[config.mk]
export PLATFORM = sky130hd
export DESIGN_NAME = cht_front
export DESIGN_NICKNAME = d
export VERILOG_FILES = /design/src/sv/cht_pkg.sv /design/src/sv/cht_front.sv
export SDC_FILE = /design/constraint.sdc
export NUM_CORES = 1
export LEC_CHECK = 0
export ABC_AREA = 0
export BUFFER_PORTS_ARGS = -buffer_cell sky130_fd_sc_hd__buf_2
export CORE_ASPECT_RATIO = 1.75
export CORE_MARGIN = 5
export CORE_UTILIZATION = 40
export CTS_CLUSTER_SIZE = 25
export DETAILED_ROUTE_END_ITERATION = 12
export SLEW_MARGIN = 20
export SYNTH_ARGS = -nofsm -noshare
export SYNTH_HDL_FRONTEND = slang
export SYNTH_SLANG_ARGS = --single-unit
[constraint.sdc]
create_clock -name clk -period 9.7 [get_ports clk]
set_input_delay 1.94 -clock clk [delete_from_list [all_inputs] [get_ports clk]]
set_output_delay 1.94 -clock clk [all_outputs]
set_load 0.01 [all_outputs]
[src/sv/cht_pkg.sv]
// ----------------------------------------------------------------------------
// Chained hash table package
// Operation and status codes, state types and hash constants.
// ----------------------------------------------------------------------------
package cht_pkg;

	typedef enum logic [1:0] {
		OP_INSERT = 2'd0,
		OP_LOOKUP = 2'd1,
		OP_DUMP   = 2'd2
	} cht_op_e;

	typedef enum logic [2:0] {
		ST_INSERTED   = 3'd0,
		ST_UPDATED    = 3'd1,
		ST_FOUND      = 3'd2,
		ST_NOT_FOUND  = 3'd3,
		ST_DROPPED    = 3'd4,
		ST_DUMP_ENTRY = 3'd5,
		ST_DUMP_EMPTY = 3'd6
	} cht_status_e;

	typedef enum logic [2:0] {
		FR_IDLE,
		FR_MIX,
		FR_MUL,
		FR_MOD,
		FR_PUSH
	} cht_front_e;

	typedef enum logic [2:0] {
		BK_IDLE,
		BK_HEAD_WAIT,
		BK_NODE_WAIT,
		BK_DUMP_SCAN,
		BK_DUMP_HEAD,
		BK_DUMP_NODE
	} cht_back_e;

	typedef struct packed {
		cht_op_e     op;
		logic [30:0] key;
	} cht_cmd_t;

	localparam int          KEY_BITS     = 31;
	localparam int          HASH_BITS    = 32;
	localparam logic [31:0] WANG_XOR     = 32'd61;
	localparam int          WANG_SH_A    = 16;
	localparam int          WANG_SH_B    = 3;
	localparam int          WANG_SH_C    = 4;
	localparam logic [31:0] WANG_MUL     = 32'h27d4eb2d;
	localparam int          WANG_SH_D    = 15;
	localparam logic [7:0]  ZERO_BUCKETS = 8'd100;
	localparam int          MOD_BITS     = 4;
	localparam int          MOD_CYCLES   = HASH_BITS / MOD_BITS;
	localparam logic [2:0]  REG_BUCKET_COUNT = 3'd0;

endpackage

[src/sv/cht_front.sv]
// ----------------------------------------------------------------------------
// Chained hash table front end
// Accepts items, hashes the key, reduces it to a bucket and queues the item.
// ----------------------------------------------------------------------------
module cht_front import cht_pkg::*; #(
	parameter int PAYLOAD_BITS = 32,
	parameter int MAX_BUCKETS  = 128
) (
	input  logic                                         clk,
	input  logic                                         arst_n,
	input  logic                                         start,
	input  logic [1:0]                                   op,
	input  logic [KEY_BITS-1:0]                          key,
	input  logic [PAYLOAD_BITS-1:0]                      payload,
	input  logic [7:0]                                   bucket_count,
	output logic                                         busy,
	output logic                                         q_valid,
	output cht_cmd_t                                     q_cmd,
	output logic [PAYLOAD_BITS-1:0]                      q_payload,
	output logic [(MAX_BUCKETS > 1 ? $clog2(MAX_BUCKETS) : 1)-1:0] q_bucket,
	input  logic                                         q_pop
);

	localparam int BW  = MAX_BUCKETS > 1 ? $clog2(MAX_BUCKETS) : 1;
	localparam int NBW = $clog2(MAX_BUCKETS + 1);
	localparam int CTW = $clog2(MOD_CYCLES);

	cht_front_e state_q, state_d;

	cht_cmd_t                cmd_q;
	logic [PAYLOAD_BITS-1:0] pay_q;
	logic [HASH_BITS-1:0]    h_q;
	logic [NBW-1:0]          n_q;
	logic [NBW-1:0]          r_q;
	logic [CTW-1:0]          cnt_q;

	logic [HASH_BITS-1:0] k0, h0, h1, h2;
	logic [7:0]           nraw;
	logic [NBW-1:0]       n_d;
	logic [NBW-1:0]       r_d;
	logic [NBW:0]         tt;
	logic                 take, push, full;

	cht_cmd_t                fq_cmd [2];
	logic [PAYLOAD_BITS-1:0] fq_pay [2];
	logic [BW-1:0]           fq_bkt [2];
	logic                    wp_q, rp_q;
	logic [1:0]              fcnt_q;

	always_comb begin
		k0 = {1'b0, key};
		h0 = (k0 ^ WANG_XOR) ^ (k0 >> WANG_SH_A);
		h1 = h0 + (h0 << WANG_SH_B);
		h2 = h_q ^ (h_q >> WANG_SH_C);
		nraw = (bucket_count == 8'd0) ? ZERO_BUCKETS : bucket_count;
		if (32'(nraw) > MAX_BUCKETS) begin
			n_d = NBW'(MAX_BUCKETS);
		end else begin
			n_d = NBW'(nraw);
		end
	end

	always_comb begin
		r_d = r_q;
		tt  = '0;
		for (int i = 0; i < MOD_BITS; i++) begin
			tt = {r_d, h_q[HASH_BITS-1-i]};
			if (tt >= {1'b0, n_q}) begin
				tt = tt - {1'b0, n_q};
			end
			r_d = tt[NBW-1:0];
		end
	end

	always_comb begin
		state_d = state_q;
		case (state_q)
			FR_IDLE: begin
				if (start && (op inside {OP_INSERT, OP_LOOKUP, OP_DUMP})) begin
					state_d = FR_MIX;
				end
			end
			FR_MIX:  state_d = FR_MUL;
			FR_MUL:  state_d = FR_MOD;
			FR_MOD: begin
				if (cnt_q == CTW'(MOD_CYCLES - 1)) begin
					state_d = FR_PUSH;
				end
			end
			FR_PUSH: begin
				if (!full) begin
					state_d = FR_IDLE;
				end
			end
			default: state_d = FR_IDLE;
		endcase
	end

	always_comb begin
		full = (fcnt_q == 2'd2);
		busy = (state_q != FR_IDLE);
		take = (state_q == FR_IDLE) && start;
		push = (state_q == FR_PUSH) && !full;
	end

	always_ff @(posedge clk or negedge arst_n) begin
		if (!arst_n) begin
			state_q <= FR_IDLE;
		end else begin
			state_q <= state_d;
		end
	end

	always_ff @(posedge clk) begin
		case (state_q)
			FR_IDLE: begin
				if (take) begin
					cmd_q.op  <= cht_op_e'(op);
					cmd_q.key <= key;
					pay_q     <= payload;
					h_q       <= h1;
					n_q       <= n_d;
				end
			end
			FR_MIX: h_q <= h2 * WANG_MUL;
			FR_MUL: begin
				h_q   <= h_q ^ (h_q >> WANG_SH_D);
				r_q   <= '0;
				cnt_q <= '0;
			end
			FR_MOD: begin
				r_q   <= r_d;
				h_q   <= h_q << MOD_BITS;
				cnt_q <= cnt_q + 1'b1;
			end
			default: ;
		endcase
	end

	always_ff @(posedge clk) begin
		if (push) begin
			fq_cmd[wp_q] <= cmd_q;
			fq_pay[wp_q] <= pay_q;
			fq_bkt[wp_q] <= BW'(r_q);
		end
	end

	always_ff @(posedge clk or negedge arst_n) begin
		if (!arst_n) begin
			wp_q   <= 1'b0;
			rp_q   <= 1'b0;
			fcnt_q <= 2'd0;
		end else begin
			if (push) begin
				wp_q <= ~wp_q;
			end
			if (q_pop && q_valid) begin
				rp_q <= ~rp_q;
			end
			fcnt_q <= fcnt_q + {1'b0, push} - {1'b0, q_pop && q_valid};
		end
	end

	assign q_valid   = (fcnt_q != 2'd0);
	assign q_cmd     = fq_cmd[rp_q];
	assign q_payload = fq_pay[rp_q];
	assign q_bucket  = fq_bkt[rp_q];

endmodule

# After elaboration in Yosys (flattened, before gate mapping)

Memories as Yosys holds them, arrays and structs flattened.
Cells that the tools add are included.

Add/subtract/negate cells: 8
$mul: 1
$lt $le $gt $ge: 5
Equal/unequal tests: 12
Mux-type cells: 15
Bitwise logic cells: 6
Reductions and logical operators: 16

Operator list:

| cell                                                 | count |
|---|---|
| case mux 32 bit (4 select lines)                     | 1 |
| 2-to-1 mux 8 bit                                     | 5 |
| >= comparator 9 x 8 -> 1 bit                         | 4 |
| adder 31 x 32 -> 32 bit                              | 1 |
| multiplier 32 x 30 -> 32 bit (second input constant) | 1 |
| 2-to-1 mux 32 bit                                    | 1 |
| subtractor 8 bit                                     | 4 |
| bitwise XOR 32 x 17 -> 32 bit                        | 1 |
| bitwise XOR 32 x 28 -> 32 bit                        | 1 |
| bitwise XOR 31 x 15 -> 31 bit                        | 1 |
| case mux 8 bit (2 select lines)                      | 1 |
| case mux 3 bit (5 select lines)                      | 1 |
| 2-to-1 mux 3 bit                                     | 3 |
| > comparator 8 bit (second input constant)           | 1 |
| zero test 8 bit                                      | 1 |
| != test 2 bit (second input constant)                | 4 |
| equality test 3 x 2 -> 1 bit (second input constant) | 2 |
| equality test 3 bit (second input constant)          | 2 |
| case mux 3 bit (2 select lines)                      | 1 |
| nonzero test 3 bit                                   | 2 |
| NOT 5 bit                                            | 1 |
| equality test 2 bit (second input constant)          | 2 |
| logical AND 1 bit                                    | 4 |
| AND reduction 2 bit                                  | 2 |
| 13 further kinds                                     | 16 |

Bits in registers: 123
Memory bits (writable): 144
Output and inout bits: 74
Memories: 3

Memory list:

| memory | depth | width | rd ports | clocked after memory_dff | wr ports | line            | RTL |
|---|---|---|---|---|---|---|---|
| fq_cmd | 2     | 33    | 1        | 0                        | 1        | cht_front.sv:44 | `cht_cmd_t fq_cmd [2];` |
| fq_pay | 2     | 32    | 1        | 0                        | 1        | cht_front.sv:45 | `logic [PAYLOAD_BITS-1:0] fq_pay [2];` |
| fq_bkt | 2     | 7     | 1        | 0                        | 1        | cht_front.sv:46 | `logic [BW-1:0] fq_bkt [2];` |

# Depth between registers and ports, before layout

Gate-level depths: netlist of the first run.

Depth in word-level cells: 9
Gate-level depth with buffers: 36
Mapped depth without buffers: 34

# Worst setup path after synthesis of the first run

No wires, ideal clock.

Kind: register -> register
Start point: register n_q[1]
End point: register r_q[2] (data pin)
Arrival time: 7.860 ns
Data required time: 9.444 ns
Slack: 1.585 ns
Stages on the path, launching flop included: 35
Path buffers: 1
Clock period less this slack: 8.115 ns
Path through: edfxtp_1 -> inv_1 -> ha_1 -> nor2b_4 -> o211ai_2 -> nand3_2 -> a31oi_4 -> mux2_2 -> ha_1 -> a21o_1 -> a21oi_2 -> a21oi_2 -> o31a_1 -> a211oi_4 -> clkbuf_1 -> nor2_1 -> a21oi_1 -> ha_1 -> nor2b_4 -> o31ai_2 -> a21oi_2 -> o221ai_1 -> o211ai_1 -> nor2_1 -> nor3_1 -> a221o_1 -> ha_1 -> o21ai_0 -> a21oi_1 -> o21ai_0 -> a21oi_1 -> o31ai_1 -> o311a_4 -> nand2_4 -> o211a_1

Cells in the longest elaborated chain, start to end: 9
Elaborated cells on any way between the ends: 13

RTL lines:

| element                                                                 | line                             | RTL |
|---|---|---|
| start: declaration                                                      | cht_front.sv:33                  | `logic [NBW-1:0] n_q;` |
| start signal: assignment                                                | cht_front.sv:122                 | `n_q <= n_d;` |
| subtractor 8 bit / >= comparator 9 x 8 -> 1 bit (equally long branches) | cht_front.sv:69, cht_front.sv:68 |  |
| 2-to-1 mux 8 bit                                                        | cht_front.sv:68                  | `if (tt >= {1'b0, n_q}) begin` |
| subtractor 8 bit / >= comparator 9 x 8 -> 1 bit (equally long branches) | cht_front.sv:69, cht_front.sv:68 |  |
| 2-to-1 mux 8 bit                                                        | cht_front.sv:68                  |  |
| >= comparator 9 x 8 -> 1 bit / subtractor 8 bit (equally long branches) | cht_front.sv:68, cht_front.sv:69 |  |
| 2-to-1 mux 8 bit                                                        | cht_front.sv:68                  |  |
| subtractor 8 bit / >= comparator 9 x 8 -> 1 bit (equally long branches) | cht_front.sv:69, cht_front.sv:68 |  |
| 2-to-1 mux 8 bit (*)                                                    | cht_front.sv:68                  |  |
| case mux 8 bit (2 select lines) (*)                                     | cht_front.sv:115                 | `case (state_q)` |
| end signal: assignment                                                  | cht_front.sv:132                 | `r_q <= r_d;` |
| end: declaration                                                        | cht_front.sv:34                  | `logic [NBW-1:0] r_q;` |

Mark *: on every way between the ends. The rest lies on a longest branch, timed or not.
A chain may end at the register's enable or synchronous reset.

# Final worst setup path of the first run

Start point: register n_q[1]
End point: register r_q[1] (data pin)

The elaborated chain is that of the path after synthesis.

==> results of run 1 <==
state kept, by name (all words and copies together), names as in the netlist:
register,count
cnt_q,3
fcnt_q,2
wp_q,1
fq_pay,64
pay_q,32
n_q,8
cmd_q,33
h_q,32
rp_q,1
r_q,8
fq_bkt,14
fq_cmd,66
state_q,3
synthesized netlist by cell type, types with 10 or more instances:
library cell | n | area, µm²
nand2_1 | 77 | 289
xor2_1 | 61 | 534
ha_1 | 250 | 3130
o21a_1 | 20 | 150
nand3_1 | 16 | 80.1
nor3_1 | 21 | 105
and3_1 | 17 | 106
nor2b_1 | 17 | 106
a211oi_1 | 10 | 75.1
fa_1 | 214 | 4280
inv_1 | 374 | 1400
nand4_1 | 15 | 93.8
clkbuf_1 | 30 | 113
edfxtp_1 | 260 | 7810
a21oi_1 | 77 | 385
o21ai_0 | 46 | 230
nor2_1 | 67 | 251
a22oi_1 | 13 | 97.6
a21o_1 | 22 | 165
mux2i_1 | 10 | 100
mux2_2 | 76 | 856
xnor2_1 | 84 | 736
per-layer routing:
| metal | share of wire | routed length (µm) | track usage |
|---|---|---|---|
| met5 | 0 | 0 | 0 |
| met4 | 0.073 | 4660 | 0.123 |
| met3 | 0.042 | 2670 | 0.0246 |
| met2 | 0.54 | 34900 | 0.394 |
| met1 | 0.34 | 22000 | 0.208 |
worst reg2reg max path: cells and delay by family (launching register included):
kind                       cells  cell delay [ns]
buffers and inverters          2             0.55
DFF                            1             0.46
muxes                          1             0.43
AOI/OAI and AO/OA             19             4.61
and+or+nand+nor                8             1.49
adders and majority gates      4             1.28
metrics by stage:
stage	hold WS, ns	utilization	cells
detailed placement	0.430	0.435	2850
global route	0.452	0.448	2892
global placement	0.422	0.435	2850
finish	0.439	0.448	2894
CTS	0.442	0.448	2892
floorplan	0.421	-	1948
logic make-up after synthesis:
family / after synthesis
simple gates: 276
compound gates: 296
flops: 267
buf+inv: 412
fa+ha+maj: 464
mux: 87
xor+xnor: 146
worst paths after layout:
path	depth (start not counted)	slack [ns]	to
max	34	0.72	r_q[1]
min	0	0.44	fq_cmd[1][0]
max reg2reg	34	0.72	r_q[1]
min reg2reg	0	0.44	fq_cmd[1][0]
max in group asynchronous	1	8.26	rp_q
min in group asynchronous	1	1.25	rp_q
cell usage in the layout (no fill, tap or decap), types with 10 or more instances in the layout:
master     count
xnor2_1       83
nand2_1       77
nor2b_1       17
o21ai_0       45
a211oi_1      10
inv_1        374
a21oi_1       77
nand3_1       16
nor3_1        21
a21o_1        22
o21a_1        20
nor2_1        65
and3_1        17
edfxtp_1     260
mux2_2        76
a22oi_1       13
xor2_1        60
nand4_1       15
ha_1         250
buf_2        150
clkbuf_16     23
buf_4         29
mux2i_1       10
fa_1         214
layout make-up:
cell class | count | area [µm²]
inverters | 375 | 1410
flip-flops and latches | 267 | 7990
fillers | 5244 | 31100
well taps | 760 | 951
repair buffers | 179 | 968
clock buffers | 29 | 598
multi-input cells | 1269 | 13200
diodes | 2 | 5.00
clock inverters | 13 | 118
==> results.toml, run 1 <==
[yosys]
synth-seq-cells = 267
synthArstFlopShare = 0.0262
synth_adder_area_share = 0.327
yosysWarnings = 0
synth_top_family_by_area = "adder cells"
synth_edf_count = 260
ys_types = 81
muxShareOfSynthArea = 0.0428
synth-xor-area-share = 0.0570
synth_area_um2 = 22700
synth_area_per_cell_um2 = 11.6
synth_compound_gate_area_share = 0.0924
syn_nets = 2489
syn_inst = 1948
yosysSeqAreaShare = 0.352
synth_simple_gate_area_frac = 0.0599
synthFlopType = "edfxtp_1"

[routing]
wl_per_cell_um = 22.2
drt_iter0_drc = 775
vias = 15024
firstDrtPassIters = 5
wl_um = 64200
ant_nets = 0
drc_errors = 0
viasPerCell = 5.19

[critical_path]
cp_common_cell = "ha_1"
worst_setup_path_start_kind = "flip-flop"
cp_data_arrival_time_ns = 9.32
cp.required_ns = 10.04
slowest_delay_ns = 0.54
reg2reg_from = "n_q[1]"
cpMaxStageDelayCell = "o31ai_1"
path_buf_inv = 2
crit_start = "n_q[1]"
crit_family = "compound AO/OA/AOI/OAI gates"
path_class = "reg -> reg"
cp_max_fo = 18
worst_setup_path_end_kind = "flip-flop"

[clock_tree]
clk_pin_slew_ns = 0.07
cts-root-buf = "clkbuf_16"
cts_max_level = 1
cts_hold_buf = 0
clockBufferDepth = 3
cts_tree = "yes"
clk_latency_ns = 0.54
cts_sinks = 267
cts_inserted_buffers = 23
cts_resized = 0
post_cts_buffers = 0

[place]
dpl_cell_area_um2 = 24500
io_buffers = 150
dp_slack_ns = 0.840
hpwl_um = 53800
gp_congestion = 0.983

[floorplanning]
die_h_um = 325
num_rows = 115
dieWidth_um = 190
die_area_um2 = 61700
core_um2 = 56300
start_util = 0.403
io_pins = 151

[timing]
period_share = 0.926
fin_ws_ns = 0.718
finalHoldViolCount = 0
max_freq_ghz = 0.111
slew_headroom = 0.314
fin_crit_ns = 8.98
tns_ns = 0
rsz0062_at_grt = "no"
drv_slew = 0
setup_viol = 0
worst_slew_pin_slew_ns = 1.03
worst_clock_skew_ns = 0.0185

[global_routing]
grt_pass1_wl_um = 97500
grt_max_degree = 74
grt_pass1_vias = 16627
grt-ovfl-total = 0
grt_usage = 0.206
antenna_found_initial = 3

[hold_path]
min_from = "cmd_q[0]"
min_path_type = "reg -> reg"

[cells_and_area]
nets = 2656
fin_area_um2 = 25200
drive_above_1_share = 0.154
syn2layout_area_growth_pct = 11.1

[status]
outcome = "finished, final reports clean"

[run]
maxCapViolations = 0
Power of run 1 is not shown: default switching activity piles up to over one toggle a cycle in this logic, so the estimate is an artifact.
==> run 2: changes to the inputs <==
==> constraint.sdc (replaced) <==
create_clock -name clk -period 10.2 [get_ports clk]
set_input_delay 2.04 -clock clk [delete_from_list [all_inputs] [get_ports clk]]
set_output_delay 2.04 -clock clk [all_outputs]
set_load 0.01 [all_outputs]
==> run 2 against run 1 <==
Utilization about the same; non-clock buffer count decreased by 5; register-to-register slack improved by 0.56 ns; via count decreased by 0.26%; fmax increased by 0.68%; clock-buffer cell count decreased by 5; worst hold slack improved by 0.0016 ns; cell count decreased by 0.24%; clock skew decreased by 0.0017 ns; critical path depth unchanged; worst setup slack improved by 0.56 ns; critical path type unchanged; highest routed layer is now met5.
==> results.toml, run 2 (synthesized netlist as in run 1, its figures left out) <==
[status]
outcome = "finished, final reports clean"

[clock_tree]
cts_hold_buf = 0
cts_sinks = 267
clk_latency_ns = 0.54
cts_max_level = 1
cts_tree = "yes"
post_cts_buffers = 0
clockBufferDepth = 3
clk_pin_slew_ns = 0.08
cts_inserted_buffers = 23
cts-root-buf = "clkbuf_16"
cts_resized = 0

[floorplanning]
core_um2 = 56300
io_pins = 151
die_h_um = 325
num_rows = 115
dieWidth_um = 190
die_area_um2 = 61700
start_util = 0.403

[cells_and_area]
syn2layout_area_growth_pct = 11.1
drive_above_1_share = 0.152
reg_top3 = "fq_cmd (66), fq_pay (64), cmd_q (33)"
largest_reg_flops = 66
final_cell_mix = "inv_1, edfxtp_1, ha_1, fa_1, buf_2"
mostFrequentLayoutCell = "inv_1"
finalCoreUtilization = 0.448
regMostFlops = "fq_cmd"
nets = 2651

[critical_path]
path_class = "reg -> reg"
cp.required_ns = 10.56
worst_setup_path_end_kind = "flip-flop"
slowest_delay_ns = 0.52
reg2reg_from = "n_q[1]"
cp_max_fo = 18
cp_common_cell = "ha_1"
cp_data_arrival_time_ns = 9.28
worst_setup_path_start_kind = "flip-flop"
rr_endpoint = "r_q[1]"
reg2reg_depth = 34
cpMaxStageDelayCell = "o31ai_1"
r2r_setup_slack_ns = 1.28

[routing]
drt_iter0_drc = 758
vias = 14985
ant_nets = 0
drc_errors = 0
viasPerCell = 5.19
wl_um = 63000
firstDrtPassIters = 6
wl_per_cell_um = 21.8

[timing]
tns_ns = 0
worst_slew_pin_slew_ns = 1.08
max_freq_ghz = 0.112
rsz0062_at_grt = "no"
finalHoldViolCount = 0
setup_viol = 0
hold_ws_ns = 0.441
period_share = 0.875
drv_slew = 0
slew_headroom = 0.276
worst_clock_skew_ns = 0.0168
fin_crit_ns = 8.92

[run]
maxCapViolations = 0

[global_routing]
grt_pass1_vias = 16370
grt_max_degree = 74
grt_usage = 0.203
grt_pass1_wl_um = 96100
grt-ovfl-total = 0
antenna_found_initial = 2

[place]
gp_congestion = 0.978
hpwl_um = 52800
io_buffers = 150

[hold_path]
hold_depth = 0
min_path_type = "reg -> reg"
min_from = "pay_q[8]"
hold_end = "fq_pay[1][8]"
[run 2: worst max-delay path: cells and delay by family (launching register included)]
| kind | cells | cell delay (ns) |
|---|---|---|
| compound gates | 18 | 4.42 |
| simple gates | 9 | 1.63 |
| fa+ha+maj | 4 | 1.26 |
| buf+inv | 2 | 0.54 |
| flops | 1 | 0.47 |
| mux | 1 | 0.44 |
[run 2: metal layers]
layer	vias to the layer above	part of all wire	GRT usage
met3	177	0.043	0.0250
met1	7384	0.34	0.206
li1	6988	-	-
met2	434	0.54	0.387
met5	-	0.00017	0
met4	2	0.077	0.128
[run 2: final cells by class]
class,instances,area [µm²]
clock buffers,24,579
flip-flops and latches,267,7990
diodes,1,2.50
clock inverters,17,151
repair buffers,174,931
inverters,375,1410
well taps,760,951
fillers,5212,31100
multi-input cells,1269,13200
[run 2: worst max path at each step]
| stage | from | to | slack [ns] | cells past startpoint |
|---|---|---|---|---|
| 6_report | n_q[1] | r_q[1] | 1.28 | 34 |
| 5_1_grt | n_q[1] | r_q[1] | 0.40 | 34 |
| 4_1_cts | n_q[1] | r_q[1] | 1.30 | 34 |
| 3_5_place_dp | n_q[1] | r_q[1] | 1.37 | 34 |
| 3_3_place_gp | n_q[1] | r_q[2] | 1.41 | 34 |
| 2_1_floorplan | n_q[1] | r_q[2] | 2.08 | 34 |
[run 2: per-stage QoR]
step / cells / worst slack (ns) / area (µm²)
3_5_place_dp: 2845 / 1.37 / 24400
6_report: 2887 / 1.28 / 25200
3_3_place_gp: 2845 / 1.41 / 24400
5_1_grt: 2886 / 0.395 / 25200
4_1_cts: 2886 / 1.30 / 25200
2_1_floorplan: 1948 / 2.08 / 22700
Power of run 2 is left out for the same reason.
